$ cat src/hdl/hboc_pkg.sv
package hboc_pkg;

  localparam int MAX_BUCKETS = 1024;
  localparam int COUNT_WIDTH = 16;

  localparam int ADDR_W  = (MAX_BUCKETS > 1) ? $clog2(MAX_BUCKETS) : 1;
  localparam int KEY_W   = 31;
  localparam int IDX_W   = 10;
  localparam int DIV_W   = 11;
  localparam int OCC_W   = 16;
  localparam int STEP_W  = $clog2(KEY_W);

  typedef logic [COUNT_WIDTH-1:0] count_t;
  typedef logic [ADDR_W-1:0]      addr_t;

  typedef enum logic {
    FUNC_INSERT = 1'b0,
    FUNC_READ   = 1'b1
  } func_t;

  typedef enum logic [2:0] {
    ST_CLEAR,
    ST_IDLE,
    ST_DIV,
    ST_UPDATE
  } state_t;

  typedef struct packed {
    logic   rd_en;
    addr_t  rd_addr;
    logic   wr_en;
    addr_t  wr_addr;
    count_t wr_data;
  } mem_req_t;

  // Zero divides as one; anything above the table size is clamped to it.
  function automatic logic [DIV_W-1:0] clamp_divisor(input logic [DIV_W-1:0] cfg);
    logic [DIV_W-1:0] d;
    d = cfg;
    if (cfg == '0) begin
      d = DIV_W'(1);
    end else if (32'(cfg) > MAX_BUCKETS) begin
      d = DIV_W'(MAX_BUCKETS);
    end
    return d;
  endfunction

  function automatic count_t sat_inc(input count_t c);
    count_t r;
    r = c;
    if (c != '1) begin
      r = c + count_t'(1);
    end
    return r;
  endfunction

  function automatic logic [OCC_W-1:0] sat_occ(input count_t c);
    logic [OCC_W-1:0] r;
    r = OCC_W'(c);
    if (32'(c) > 32'h0000_FFFF) begin
      r = '1;
    end
    return r;
  endfunction

endpackage

$ cat src/hdl/hboc_mod_div.sv
// Restoring remainder unit: one key bit per cycle, MSB first.
module hboc_mod_div (
  input  logic                      clk,
  input  logic                      rst_n,
  input  logic                      start,
  input  logic [hboc_pkg::KEY_W-1:0] dividend,
  input  logic [hboc_pkg::DIV_W-1:0] divisor,
  output logic                      done,
  output logic [hboc_pkg::DIV_W-1:0] remainder
);

  logic                        busy_r, busy_nxt;
  logic                        done_r, done_nxt;
  logic [hboc_pkg::STEP_W-1:0] cnt_r, cnt_nxt;
  logic [hboc_pkg::KEY_W-1:0]  dvd_r, dvd_nxt;
  logic [hboc_pkg::DIV_W-1:0]  rem_r, rem_nxt;
  logic [hboc_pkg::DIV_W-1:0]  dsr_r, dsr_nxt;
  logic [hboc_pkg::DIV_W:0]    trial;

  assign trial = {rem_r, dvd_r[hboc_pkg::KEY_W-1]};

  always_comb begin
    busy_nxt = busy_r;
    done_nxt = 1'b0;
    cnt_nxt  = cnt_r;
    dvd_nxt  = dvd_r;
    rem_nxt  = rem_r;
    dsr_nxt  = dsr_r;
    if (start) begin
      busy_nxt = 1'b1;
      cnt_nxt  = hboc_pkg::STEP_W'(hboc_pkg::KEY_W - 1);
      dvd_nxt  = dividend;
      rem_nxt  = '0;
      dsr_nxt  = divisor;
    end else if (busy_r) begin
      // trial < 2*divisor, so one subtract restores it
      if (trial >= {1'b0, dsr_r}) begin
        rem_nxt = hboc_pkg::DIV_W'(trial - {1'b0, dsr_r});
      end else begin
        rem_nxt = hboc_pkg::DIV_W'(trial);
      end
      dvd_nxt = {dvd_r[hboc_pkg::KEY_W-2:0], 1'b0};
      cnt_nxt = cnt_r - hboc_pkg::STEP_W'(1);
      if (cnt_r == '0) begin
        busy_nxt = 1'b0;
        done_nxt = 1'b1;
      end
    end
  end

  always_ff @(posedge clk) begin
    if (!rst_n) begin
      busy_r <= 1'b0;
      done_r <= 1'b0;
      cnt_r  <= '0;
    end else begin
      busy_r <= busy_nxt;
      done_r <= done_nxt;
      cnt_r  <= cnt_nxt;
    end
    dvd_r <= dvd_nxt;
    rem_r <= rem_nxt;
    dsr_r <= dsr_nxt;
  end

  assign done      = done_r;
  assign remainder = rem_r;

endmodule

$ cat config.mk
export PLATFORM = sky130hd
export DESIGN_NAME = hboc_mod_div
export DESIGN_NICKNAME = d
export VERILOG_FILES = /design/src/hdl/hboc_pkg.sv /design/src/hdl/hboc_mod_div.sv
export SDC_FILE = /design/constraint.sdc
export NUM_CORES = 1
export LEC_CHECK = 0
export BUFFER_PORTS_ARGS = -buffer_cell sky130_fd_sc_hd__clkbuf_2
export CORE_MARGIN = 3
export CORE_UTILIZATION = 57
export CTS_BUF_LIST = sky130_fd_sc_hd__clkbuf_4 sky130_fd_sc_hd__clkbuf_8
export CTS_CLUSTER_DIAMETER = 40
export CTS_CLUSTER_SIZE = 24
export DETAILED_ROUTE_END_ITERATION = 10
export HOLD_SLACK_MARGIN = 0.06
export PLACE_DENSITY = 0.9
export SLEW_MARGIN = 10
export SYNTH_ARGS = -nofsm -noshare
export SYNTH_HDL_FRONTEND = slang
export SYNTH_SLANG_ARGS = --single-unit
$ cat constraint.sdc
create_clock -name clk -period 3.12 [get_ports clk]
set_input_delay 0.468 -clock clk [delete_from_list [all_inputs] [get_ports clk]]
set_output_delay 0.468 -clock clk [all_outputs]
set_load 0.02 [all_outputs]
# ---- After elaboration in Yosys (flattened, before gate mapping)
# Index checks and enable logic that the tools add are counted.
dict set report word_totals {
  regBits 60
  output_inout_bits 12
  word_cells 25
}
dict set report op_classes {
  addsub 2
  magnitude_cmp 1
  muxes 9
  bitwise 2
  reduce_logical 4
}
# cell count
set op_table {}
lappend op_table {{$mux W31} 2}
lappend op_table {{$ge A12 B11 Y1} 1}
lappend op_table {{$mux W11} 1}
lappend op_table {{$sub A11 B11 Y11} 1}
lappend op_table {{$mux W5} 2}
lappend op_table {{$logic_not A5 Y1} 1}
lappend op_table {{$sub A5 B1 Y5 const B} 1}
lappend op_table {{$mux W1} 4}
lappend op_table {{$reduce_or A3 Y1} 1}
lappend op_table {{$not A1 Y1} 2}
lappend op_table {{$reduce_bool A2 Y1} 1}
lappend op_table {{$reduce_or A2 Y1} 1}

# ---- Logic depth before layout (Yosys ltp)
# Gate-level depths: netlist (run 1).
dict set report logic_depth {
  ltp_word 4
  ltp_mapped 10
  mapped_depth_nobuf 9
}

# ---- Least setup slack after synthesis (run 1)
# No wires, ideal clock.
dict set report synth_timing {
  path_type {reg-to-reg}
  start {reg rem_r (netlist bit remainder[0])}
  end {reg rem_r (netlist bit remainder[9])}
  setup_time_ns 0.112
  arrival_ns 2.250
  required_time_ns 3.008
  slack_ns 0.758
  path_stages_with_launch 10
  period_less_slack_ns 2.362
  cell_sequence {dfxtp_1 > inv_1 > fa_1 > nand2b_1 > a21oi_2 > o2111a_1 > or2_1 > buf_6 > nor2_1 > a2111oi_1}
}
dict set report synth_between {
  elab_chain_len 2
  word_cells_on_any_way 3
  classes_between {add/sub (1); order compare (1); mux (1)}
}
# element line_no
set synth_lines {}
lappend synth_lines {{start: declaration} hboc_mod_div.sv:16} ;# logic [hboc_pkg::DIV_W-1:0] rem_r, rem_nxt;
lappend synth_lines {{start signal: assignment} hboc_mod_div.sv:62} ;# rem_r <= rem_nxt;
lappend synth_lines {{$sub A11 B11 Y11 / $ge A12 B11 Y1 (equally long branches)} {hboc_mod_div.sv:38, hboc_mod_div.sv:37}}
lappend synth_lines {{$mux W11 *} hboc_mod_div.sv:37} ;# if (trial >= {1'b0, dsr_r}) begin
# Every way passes the cells marked *; elsewhere a longest branch is shown, timed or not.
# A chain may end at the register's enable or synchronous reset.

# ---- Worst setup path after layout (run 1)
dict set report layout_timing {
  start {reg dvd_r[30] (netlist name)}
  end {reg rem_r (netlist bit remainder[9])}
}
dict set report layout_between {
  elab_chain_len 2
  word_cells_on_any_way 3
  classes_between {add/sub (1); order compare (1); mux (1)}
}
# element line_no
set layout_lines {}
lappend layout_lines {{start: declaration} hboc_mod_div.sv:15} ;# logic [hboc_pkg::KEY_W-1:0] dvd_r, dvd_nxt;
lappend layout_lines {{start signal: assignment} hboc_mod_div.sv:61} ;# dvd_r <= dvd_nxt;
lappend layout_lines {{$sub A11 B11 Y11 / $ge A12 B11 Y1 (equally long branches)} {hboc_mod_div.sv:38, hboc_mod_div.sv:37}}
lappend layout_lines {{$mux W11 *} hboc_mod_div.sv:37}
# Marks and branches as above.

==> results of run 1 <==
-- worst paths after layout --
path                  end  slack (ns)  cells after the start
max reg2reg  remainder[9]        0.42                      9
max          remainder[9]        0.42                      9
min reg2reg  remainder[3]        0.50                      2
min              dsr_r[0]        0.30                      1
-- power groups by stage --
stage               Clock (mW)  Sequential [mW]  Combinational (mW)
floorplan                    0            0.994               0.263
global placement             0            0.987               0.355
detailed placement           0            0.991               0.373
CTS                      0.588            0.976               0.376
global route             0.621            0.984               0.419
finish                   0.573            0.976               0.378
-- state kept, by name, summed over array words and instances, names as in the netlist --
signal and cells:
done 1, remainder 11, dsr_r 11, cnt_r 5, dvd_r 31, busy_r 1
-- cells by family (layout without fill, tap and decap cells) --
| group | after synthesis | after routing |
|---|---|---|
| mux | 37 | 37 |
| simple gates | 66 | 66 |
| buf+inv | 26 | 91 |
| compound gates | 46 | 46 |
| fa+ha+maj | 13 | 13 |
| xor+xnor | 7 | 7 |
| flops | 60 | 60 |
-- cell type report --
class / count / share of cell area (%)
repair buffers: 60 / 8.77
inverters: 16 / 1.70
multi-input cells: 169 / 36.9
flip-flops and latches: 60 / 45.8
clock buffers: 9 / 3.50
well taps: 67 / 2.37
clock inverters: 6 / 0.919
-- critical path: stages (launching register included) --
cell and delay, ns:
edfxtp_1 0.33, inv_1 0.05, ha_1 0.22, fa_1 0.40, nand2b_1 0.19, a21oi_2 0.19, o2111a_1 0.28, or2_1 0.41
nor2_1 0.09, a2111oi_1 0.43
-- per-layer routing --
layer / routed length, µm / vias up
met4: 95 / 0
met2: 3100 / 104
met3: 539 / 15
li1: - / 1056
met1: 2510 / 1050
met5: 0 / -
-- cell usage after synthesis, types with 2 or more instances --
library cell	number	area, µm²
o211ai_1	2	15.0
a21oi_1	7	35.0
nand2b_1	2	12.5
xnor2_1	5	43.8
inv_1	16	60.1
clkbuf_1	7	26.3
nor2b_1	3	18.8
mux2i_1	6	60.1
ha_1	12	150
a211o_1	2	17.5
o21ai_0	9	45.0
nand3b_1	3	22.5
o21ai_1	2	10.0
a211oi_1	2	15.0
and3_1	2	12.5
mux2_2	31	349
o31ai_1	2	15.0
nand2_1	15	56.3
xor2_1	2	17.5
nor4b_1	4	35.0
dfxtp_1	18	360
edfxtp_1	42	1260
o2111ai_1	2	17.5
a311oi_1	2	17.5
o21a_1	6	45.0
nor3_1	3	15.0
a21o_1	3	22.5
nor2_1	22	82.6
==> impl_metrics.yaml, run 1 <==
timing:
  fin_hold_ws_ns: 0.299
  max_freq_mhz: 370
  tightest_slew_ns: 0.575
  setup_ws_ns: 0.416
  setup_tns_ns: 0
  slew_viol_final: 0
  rsz0062_at_grt: "false"
  finClkSkew_ns: 0.00931
  max_slew_margin_pct: 61.5
  hold_viol: 0
  finalSetupViolCount: 0
  fin_crit_sh_pct: 86.7
  min_period_ns: 2.70
global_route:
  antenna_found_initial: 0
  use_met3_pct: 8.50
  grt_pass1_wl_um: 10200
  use_met1_pct: 25.2
  grt_most_used_layer: "met2"
  grtUsageMet2_pct: 37.1
  grt_overflow: 0
  grt_usage_pct: 21.8
  grt_max_degree: 32
  first_global_vias: 2170
pwr:
  total_power_mw: 1.93
  internal-power_mw: 1.39
  vdd_drop_max_mv: 0.384
  switching_power_mw: 0.540
  power.density_nw_per_um2: 544
  power_frac_seq_pct: 50.6
  clkPwrFrac_pct: 29.7
  comb_power_share_pct: 19.6
  p_leak_nw: 1.51
  power.share.switching_pct: 28.0
final_layout:
  syn2layout_area_growth_pct: 16.6
  utilization_pct: 71.6
  multi_input_area_um2: 1310
  diodes: 0
  final-instance-count-excl-fill: 387
  seq_area_um2: 1620
  layout_common_cells: "56 x clkbuf_2, 42 x edfxtp_1, 31 x mux2_2"
  num-fill-cells: 371
  final_nets: 374
  drive_gt1_share_pct: 34.1
  layout_commonest_cell: "clkbuf_2"
  fin_area_um2: 3540
detailed_routing:
  dr_total_vias: 2225
  antenna_left: 0
  post-route-drc-count: 0
  via_per_inst: 5.75
  dr.pass1.iters: 5
  routed_wl_um: 6250
  avgRoutedWirePerCell_um: 16.1
  drt_iter0_drc: 271
flow_run:
  max-cap-violations: 0
clock_network:
  cts_num_sinks: 60
  cts-root-buf: "clkbuf_8"
  cts_tree: "yes"
  post_cts_buffers: 0
  cts.clk_slew.worst_paths_ns: 0.07
  cts-buffers-inserted: 9
  cts_htree_levels: 3
  insertion_delay_ns: 0.34
  cts_max_path_buffers: 2
  cts_hold_repair.buffers: 0
  post_cts_resized: 0
placement:
  hpwlAfterDp_um: 4420
  dpl_worst_slack_ns: 0.520
  portBuffers: 56
  dp_cells: 372
  place_area_um2: 3380
  routabilityCongestion: 0.850
yosys:
  synth.area.mux_share_pct: 13.5
  syn_area_um2: 3030
  async_flop_share_pct: 0
  synth_adder_area_share_pct: 5.61
  ys.flop_type: "edfxtp_1"
  ys_types: 51
  ys_seq_area_share_pct: 53.4
  synthXorXnorAreaFrac_pct: 2.02
  synth_compound_area_share_pct: 10.4
  synth_cells: 255
  yosys.area_share.simple_pct: 11.6
  synth_top_family_by_area: "multiplexers"
  ys_warn_count: 0
  synth_edf_count: 42
  ys_seq_elements: 60
  syn_area_per_cell_um2: 11.9
  synth_nets: 313
worst_setup_path:
  critPathLaunchType: "flip-flop"
  critPathKind: "flip-flop to flip-flop"
  worst_ep_required_time_ns: 3.34
  cp-end-kind: "flip-flop"
  cp_max_fo: 10
  worstPathArrival_ns: 2.92
  crit_path_start: "dvd_r[30]"
  reg2reg_from: "dvd_r[30]"
floorplanning:
  fp.coreArea_um2: 4940
  num_io_pins: 57
  start_util_pct: 61.4
  die_x_um: 79.0
  fp.dieArea_um2: 6230
  rows: 25
  die_height_um: 79.0
worst_hold_path:
  worstHoldPathType: "input port to flip-flop"
  min-delay-start: "divisor[0]"
run_status:
  status: "finished, final reports clean"
No activity file was read; power rests on OpenSTA's default activity.
==> run 2: changes to the inputs <==
--- a/config.mk
+++ b/config.mk
@@ -5,9 +5,10 @@
 export SDC_FILE = /design/constraint.sdc
 export NUM_CORES = 1
 export LEC_CHECK = 0
+export ABC_AREA = 1
 export BUFFER_PORTS_ARGS = -buffer_cell sky130_fd_sc_hd__clkbuf_2
 export CORE_MARGIN = 3
-export CORE_UTILIZATION = 57
+export CORE_UTILIZATION = 58
 export CTS_BUF_LIST = sky130_fd_sc_hd__clkbuf_4 sky130_fd_sc_hd__clkbuf_8
 export CTS_CLUSTER_DIAMETER = 40
 export CTS_CLUSTER_SIZE = 24
==> run 2 against run 1 <==
Effect of this change:
- clock skew up 0.0010 ns
- final cell count up 38%
- hold slack better by 0.0064 ns
- sequential power decreased by 2.5%
- register-to-register slack better by 0.40 ns
- routed wire length rose by 6.4%
- synthesized cell count rose by 58%
- clock-buffer cell count grew 4
- critical path type unchanged
- critical endpoint is now remainder[4]
- highest routed layer unchanged
==> impl_metrics.yaml, run 2 <==
detailed_routing:
  dr_total_vias: 2728
  drt_iter0_drc: 271
  post-route-drc-count: 0
  via_per_inst: 5.12
  routed_wl_um: 6650
  dr.pass1.iters: 5
  avgRoutedWirePerCell_um: 12.5
  antenna_left: 0
yosys:
  synth.area.top_cells: "edfxtp_1 39%, nand2_1 19%, dfxtp_1 11%"
  synth_cells: 402
  ys_types: 32
  yosys-top-cells-count: "164 x nand2_1, 61 x inv_1, 42 x edfxtp_1"
  synth_edf_count: 42
  syn_area_per_cell_um2: 8.10
  synth_most_common_cell: "nand2_1"
  synth_largest_area_cell: "edfxtp_1"
  ys_seq_area_share_pct: 49.8
  ys.flop_type: "edfxtp_1"
  async_flop_share_pct: 0
  ys_seq_elements: 60
  ys_warn_count: 0
  syn_area_um2: 3260
  synth_nets: 460
  synth_top_area_share_pct: 38.7
worst_setup_path:
  cp_slowest_stage_delay_ns: 0.41
  r2r_setup_slack_ns: 0.82
  cp_top_family: "simple AND/OR/NAND/NOR gates"
  r2r-end: "remainder[4]"
  crit_path_start: "dsr_r[0]"
  cp-end-kind: "flip-flop"
  cp-endpoint: "remainder[4]"
  worstPathArrival_ns: 2.50
  reg2regPathDepth: 12
  worst_ep_required_time_ns: 3.32
  critPathKind: "flip-flop to flip-flop"
  cp.depth: 12
  crit_chain: "ha_1 > fa_1 > inv_1 > nand2_1 > nand2_1 > nand2_2 > nand2_1 > nand2_2 > nand3_2 > nand2_1 > nand3_1 > o21ai_1"
  cp_slowest_cell: "fa_1"
  cp_max_fo: 12
  reg2reg_from: "dsr_r[0]"
  path_buf_inv: 1
  crit_top_cell: "nand2_1"
  critPathLaunchType: "flip-flop"
timing:
  fin_crit_sh_pct: 73.8
  fin_hold_ws_ns: 0.306
  max_freq_mhz: 434
  max_slew_margin_pct: 36.1
  rsz0062_at_grt: "false"
  min_period_ns: 2.30
  slew_viol_final: 0
  setup_ws_ns: 0.818
  finalSetupViolCount: 0
  setup_tns_ns: 0
  finClkSkew_ns: 0.0104
  tightest_slew_ns: 0.955
  hold_viol: 0
clock_network:
  cts.clk_slew.worst_paths_ns: 0.07
  cts_htree_levels: 3
  insertion_delay_ns: 0.33
  cts_tree: "yes"
  cts_hold_repair.buffers: 0
  post_cts_resized: 0
  cts-root-buf: "clkbuf_8"
  cts-buffers-inserted: 9
  post_cts_buffers: 0
  cts_num_sinks: 60
  cts_max_path_buffers: 2
pwr:
  power_frac_seq_pct: 51.1
  comb_power_share_pct: 12.4
  power.share.switching_pct: 24.1
  power.density_nw_per_um2: 497
  vdd_drop_max_mv: 0.372
  switching_power_mw: 0.448
  total_power_mw: 1.86
  p_leak_nw: 1.96
  internal-power_mw: 1.42
  clkPwrFrac_pct: 36.5
global_route:
  antenna_found_initial: 0
  first_global_vias: 2571
  grt_max_degree: 38
  grt_usage_pct: 22.4
  grt_pass1_wl_um: 11200
  grt_overflow: 0
worst_hold_path:
  min_path_cells: 1
  worstHoldPathType: "input port to flip-flop"
  min-delay-start: "divisor[3]"
flow_run:
  max-cap-violations: 0
final_layout:
  diodes: 0
  drive_gt1_share_pct: 20.5
  final_nets: 516
  seq_area_um2: 1620
  syn2layout_area_growth_pct: 15.1
  top_register: "dvd_r"
  multi_input_area_um2: 1310
  layout_commonest_cell: "nand2_1"
  num-fill-cells: 444
  layout_common_cells: "164 x nand2_1, 61 x inv_1, 56 x clkbuf_2"
  largest_reg_flops: 31
floorplanning:
  fp.coreArea_um2: 5270
  num_io_pins: 57
  start_util_pct: 61.8
  die_height_um: 81.0
  die_x_um: 81.0
  rows: 26
  fp.dieArea_um2: 6550
placement:
  portBuffers: 56
  hpwlAfterDp_um: 4880
  dpl_worst_slack_ns: 0.876
  routabilityCongestion: 0.972
run_status:
  status: "finished, final reports clean"
run 2: through the flow:
step           cell area, µm²  util [%]  instances
2_1_floorplan            3260         -        402
3_3_place_gp             3560      67.5        517
3_5_place_dp             3560      67.5        517
4_1_cts                  3750      71.2        533
5_1_grt                  3750      71.2        533
6_report                 3750      71.2        533
run 2: routing by layer:
metal | wire length (µm) | vias up | track usage (%)
met5 | 0 | - | 0
met2 | 3220 | 108 | 35.7
met4 | 68 | 0 | 10.5
li1 | - | 1392 | -
met3 | 438 | 7 | 5.10
met1 | 2920 | 1221 | 29.1
run 2: worst register-to-register path, stage by stage, from the launching register on:
cell      delay [ns]
edfxtp_1        0.38
ha_1            0.22
fa_1            0.41
inv_1           0.11
nand2_1         0.06
nand2_1         0.10
nand2_2         0.06
nand2_1         0.07
nand2_2         0.16
nand3_2         0.31
nand2_1         0.11
nand3_1         0.09
o21ai_1         0.08
run 2: how the worst min path moves through the flow:
stage                to
2_1_floorplan  cnt_r[4]
3_3_place_gp   cnt_r[4]
3_5_place_dp   cnt_r[4]
4_1_cts        dsr_r[3]
5_1_grt        dsr_r[9]
6_report       dsr_r[3]
run 2: logic make-up after synthesis:
logic type                 after synthesis  share of synthesized area, %
AOI/OAI and AO/OA                       15                          3.00
xor gates and xnor gates                 3                         0.807
adders and majority gates               13                          5.22
buffers and inverters                   77                          9.98
DFF                                     60                          49.8
and+or+nand+nor                        234                          31.2
run 2: layout make-up:
class,count,area share [%]
Clock buffer,13,4.10
Sequential cell,60,43.2
Inverter,64,6.41
Tap cell,70,2.34
Multi-Input combinational cell,265,35.0
Timing Repair Buffer,58,7.87
Clock inverter,3,1.07
run 2: power by group through the flow:
stage / clock network (mW) / registers (mW) / logic [mW]
3_5_place_dp: 0 / 0.968 / 0.231
6_report: 0.681 / 0.952 / 0.231
4_1_cts: 0.698 / 0.952 / 0.231
3_3_place_gp: 0 / 0.965 / 0.223
5_1_grt: 0.729 / 0.958 / 0.265
2_1_floorplan: 0 / 0.965 / 0.159
==> run 3: changes to the inputs <==
--- a/config.mk
+++ b/config.mk
@@ -5,10 +5,10 @@
 export SDC_FILE = /design/constraint.sdc
 export NUM_CORES = 1
 export LEC_CHECK = 0
-export ABC_AREA = 1
+export ABC_AREA = 0
 export BUFFER_PORTS_ARGS = -buffer_cell sky130_fd_sc_hd__clkbuf_2
 export CORE_MARGIN = 3
-export CORE_UTILIZATION = 58
+export CORE_UTILIZATION = 57
 export CTS_BUF_LIST = sky130_fd_sc_hd__clkbuf_4 sky130_fd_sc_hd__clkbuf_8
 export CTS_CLUSTER_DIAMETER = 40
 export CTS_CLUSTER_SIZE = 24
==> constraint.sdc (replaced) <==
create_clock -name clk -period 2.13 [get_ports clk]
set_input_delay 0.3195 -clock clk [delete_from_list [all_inputs] [get_ports clk]]
set_output_delay 0.3195 -clock clk [all_outputs]
set_load 0.02 [all_outputs]
==> run 3 against run 2 <==
Effect of this change:
- clock-buffer cell count fell by 4
- clock power rose by 53%
- the run now ends with setup timing left
- via count fell by 9.2%
- routed wire length rose by 18%
- die area fell by 4.9%
- maximum frequency fell by 4.0%
- first-iteration DRC count rose by 13%
- clock skew fell by 0.00060 ns
==> impl_metrics.yaml, run 3 (synthesis results as in run 1) <==
worst_hold_path:
  min-delay-start: "divisor[4]"
  min_path_cells: 1
  worstHoldPathType: "input port to flip-flop"
  hold_path_end: "dsr_r[4]"
global_route:
  antenna_found_initial: 0
  grt_max_degree: 32
  first_global_vias: 2492
  grt_pass1_wl_um: 11600
  grt_usage_pct: 24.6
  grt_overflow: 0
pwr:
  internal-power_mw: 2.32
  power_frac_seq_pct: 43.6
  vdd_drop_max_mv: 0.574
  power.share.switching_pct: 29.3
  total_power_mw: 3.28
  switching_power_mw: 0.959
  comb_power_share_pct: 24.5
  power.density_nw_per_um2: 813
  clkPwrFrac_pct: 31.9
  p_leak_nw: 1.73
timing:
  finClkSkew_ns: 0.00975
  slew_viol_final: 0
  hold_viol: 0
  finalSetupViolCount: 11
  fin_crit_sh_pct: 113
  min_period_ns: 2.40
  setup_tns_ns: -1.96
  max_freq_mhz: 417
  setup_ws_ns: -0.269
  tightest_slew_ns: 0.621
  max_slew_margin_pct: 58.5
  rsz0062_at_grt: "true"
placement:
  hpwlAfterDp_um: 4770
  portBuffers: 56
  routabilityCongestion: 0.834
  dpl_worst_slack_ns: -0.313
  dp_cells: 399
detailed_routing:
  dr.pass1.iters: 5
  via_per_inst: 5.84
  avgRoutedWirePerCell_um: 18.5
  drt_iter0_drc: 307
  antenna_left: 0
  post-route-drc-count: 0
  dr_total_vias: 2478
  routed_wl_um: 7860
clock_network:
  cts_num_sinks: 60
  cts.clk_slew.worst_paths_ns: 0.07
  cts_hold_repair.buffers: 0
  cts-root-buf: "clkbuf_8"
  cts_tree: "yes"
  cts_max_path_buffers: 2
  cts-buffers-inserted: 9
  insertion_delay_ns: 0.35
  cts_htree_levels: 3
floorplanning:
  num_io_pins: 57
  die_height_um: 79.0
  fp.dieArea_um2: 6230
  rows: 25
  fp.coreArea_um2: 4940
  die_x_um: 79.0
  start_util_pct: 61.4
worst_setup_path:
  cp-end-kind: "flip-flop"
  critPathKind: "flip-flop to flip-flop"
  worst_ep_required_time_ns: 2.36
  r2r-end: "remainder[8]"
  reg2regPathDepth: 12
  cp_max_fo: 3
  worstPathArrival_ns: 2.63
  critPathLaunchType: "flip-flop"
  reg2reg_from: "dvd_r[30]"
  r2r_setup_slack_ns: -0.27
final_layout:
  top_register: "dvd_r"
  final_nets: 410
  drive_gt1_share_pct: 48.7
  utilization_pct: 81.6
  layout_commonest_cell: "clkbuf_2"
  largest_reg_flops: 31
  num-fill-cells: 280
  final-instance-count-excl-fill: 424
  diodes: 0
  syn2layout_area_growth_pct: 32.9
  layout_common_cells: "56 x clkbuf_2, 42 x edfxtp_1, 35 x buf_4"
run_status:
  status: "finished with violations"
  violations: "setup timing"
flow_run:
  max-cap-violations: 0
## run 3: cell types whose count changed in the layout (fill, tap and decap cells not counted), sizes merged, moves of 14 or more
cell   previous run  this run
nand3            29         1
inv              63        17
nand4            14         0
buf               2        40
mux2              0        31
nand2           171        15
## run 3: cell type report
type                            instances  area, µm²  share of cell area (%)
Clock inverter                          7       75.1                    1.86
Sequential cell                        60       1630                    40.5
Inverter                               16       60.1                    1.49
Timing Repair Buffer                   96        608                    15.1
Clock buffer                            9        124                    3.07
Multi-Input combinational cell        169       1450                    35.9
Tap cell                               67       83.8                    2.08
## run 3: what timing repair did
action / in CTS / in global routing
setup buffers: 4 / 5
pin swaps: 12 / 8
resized for setup: 14 / 12
setup endpoints to repair: 11 / 11
## run 3: power by group through the flow
| stage | Combinational, mW | Sequential [mW] | Clock, mW |
|---|---|---|---|
| after floorplan | 0.404 | 1.46 | 0 |
| after global placement | 0.622 | 1.44 | 0 |
| after detailed placement | 0.654 | 1.45 | 0 |
| after CTS | 0.712 | 1.43 | 1.05 |
| after global routing | 0.860 | 1.44 | 1.11 |
| final | 0.803 | 1.43 | 1.04 |
## run 3: critical path, cell delays in order (launching register included)
cell and delay [ns]:
edfxtp_1 0.35, inv_2 0.05, ha_2 0.20, fa_2 0.36, nand2b_4 0.18, a21oi_4 0.14
o2111a_2 0.27, buf_4 0.13, buf_6 0.07, buf_4 0.11, o21ai_1 0.10, o22ai_1 0.25
o21ai_1 0.09
## run 3: layer usage
| layer | track usage [%] | part of all wire (%) | vias to the layer above |
|---|---|---|---|
| met2 | 42.3 | 52 | 130 |
| met4 | 11.2 | 2.2 | 0 |
| met1 | 27.5 | 37 | 1194 |
| met3 | 8.39 | 8.7 | 17 |
| li1 | - | - | 1137 |
| met5 | 0 | 0 | - |
## run 3: how the worst max path moves through the flow
stage,startpoint,endpoint,slack (ns)
floorplan,dsr_r[9],remainder[0],-0.04
global placement,dsr_r[9],remainder[2],-0.13
detailed placement,dsr_r[0],remainder[2],-0.31
CTS,dvd_r[30],remainder[6],-0.16
global route,dsr_r[0],remainder[8],-0.33
finish,dvd_r[30],remainder[8],-0.27
## run 3: metrics by stage
step / hold slack (ns) / area, µm²
floorplan: 0.418 / 3080
global placement: 0.473 / 3640
detailed placement: 0.488 / 3640
CTS: 0.131 / 3940
global route: 0.134 / 4030
finish: 0.145 / 4030
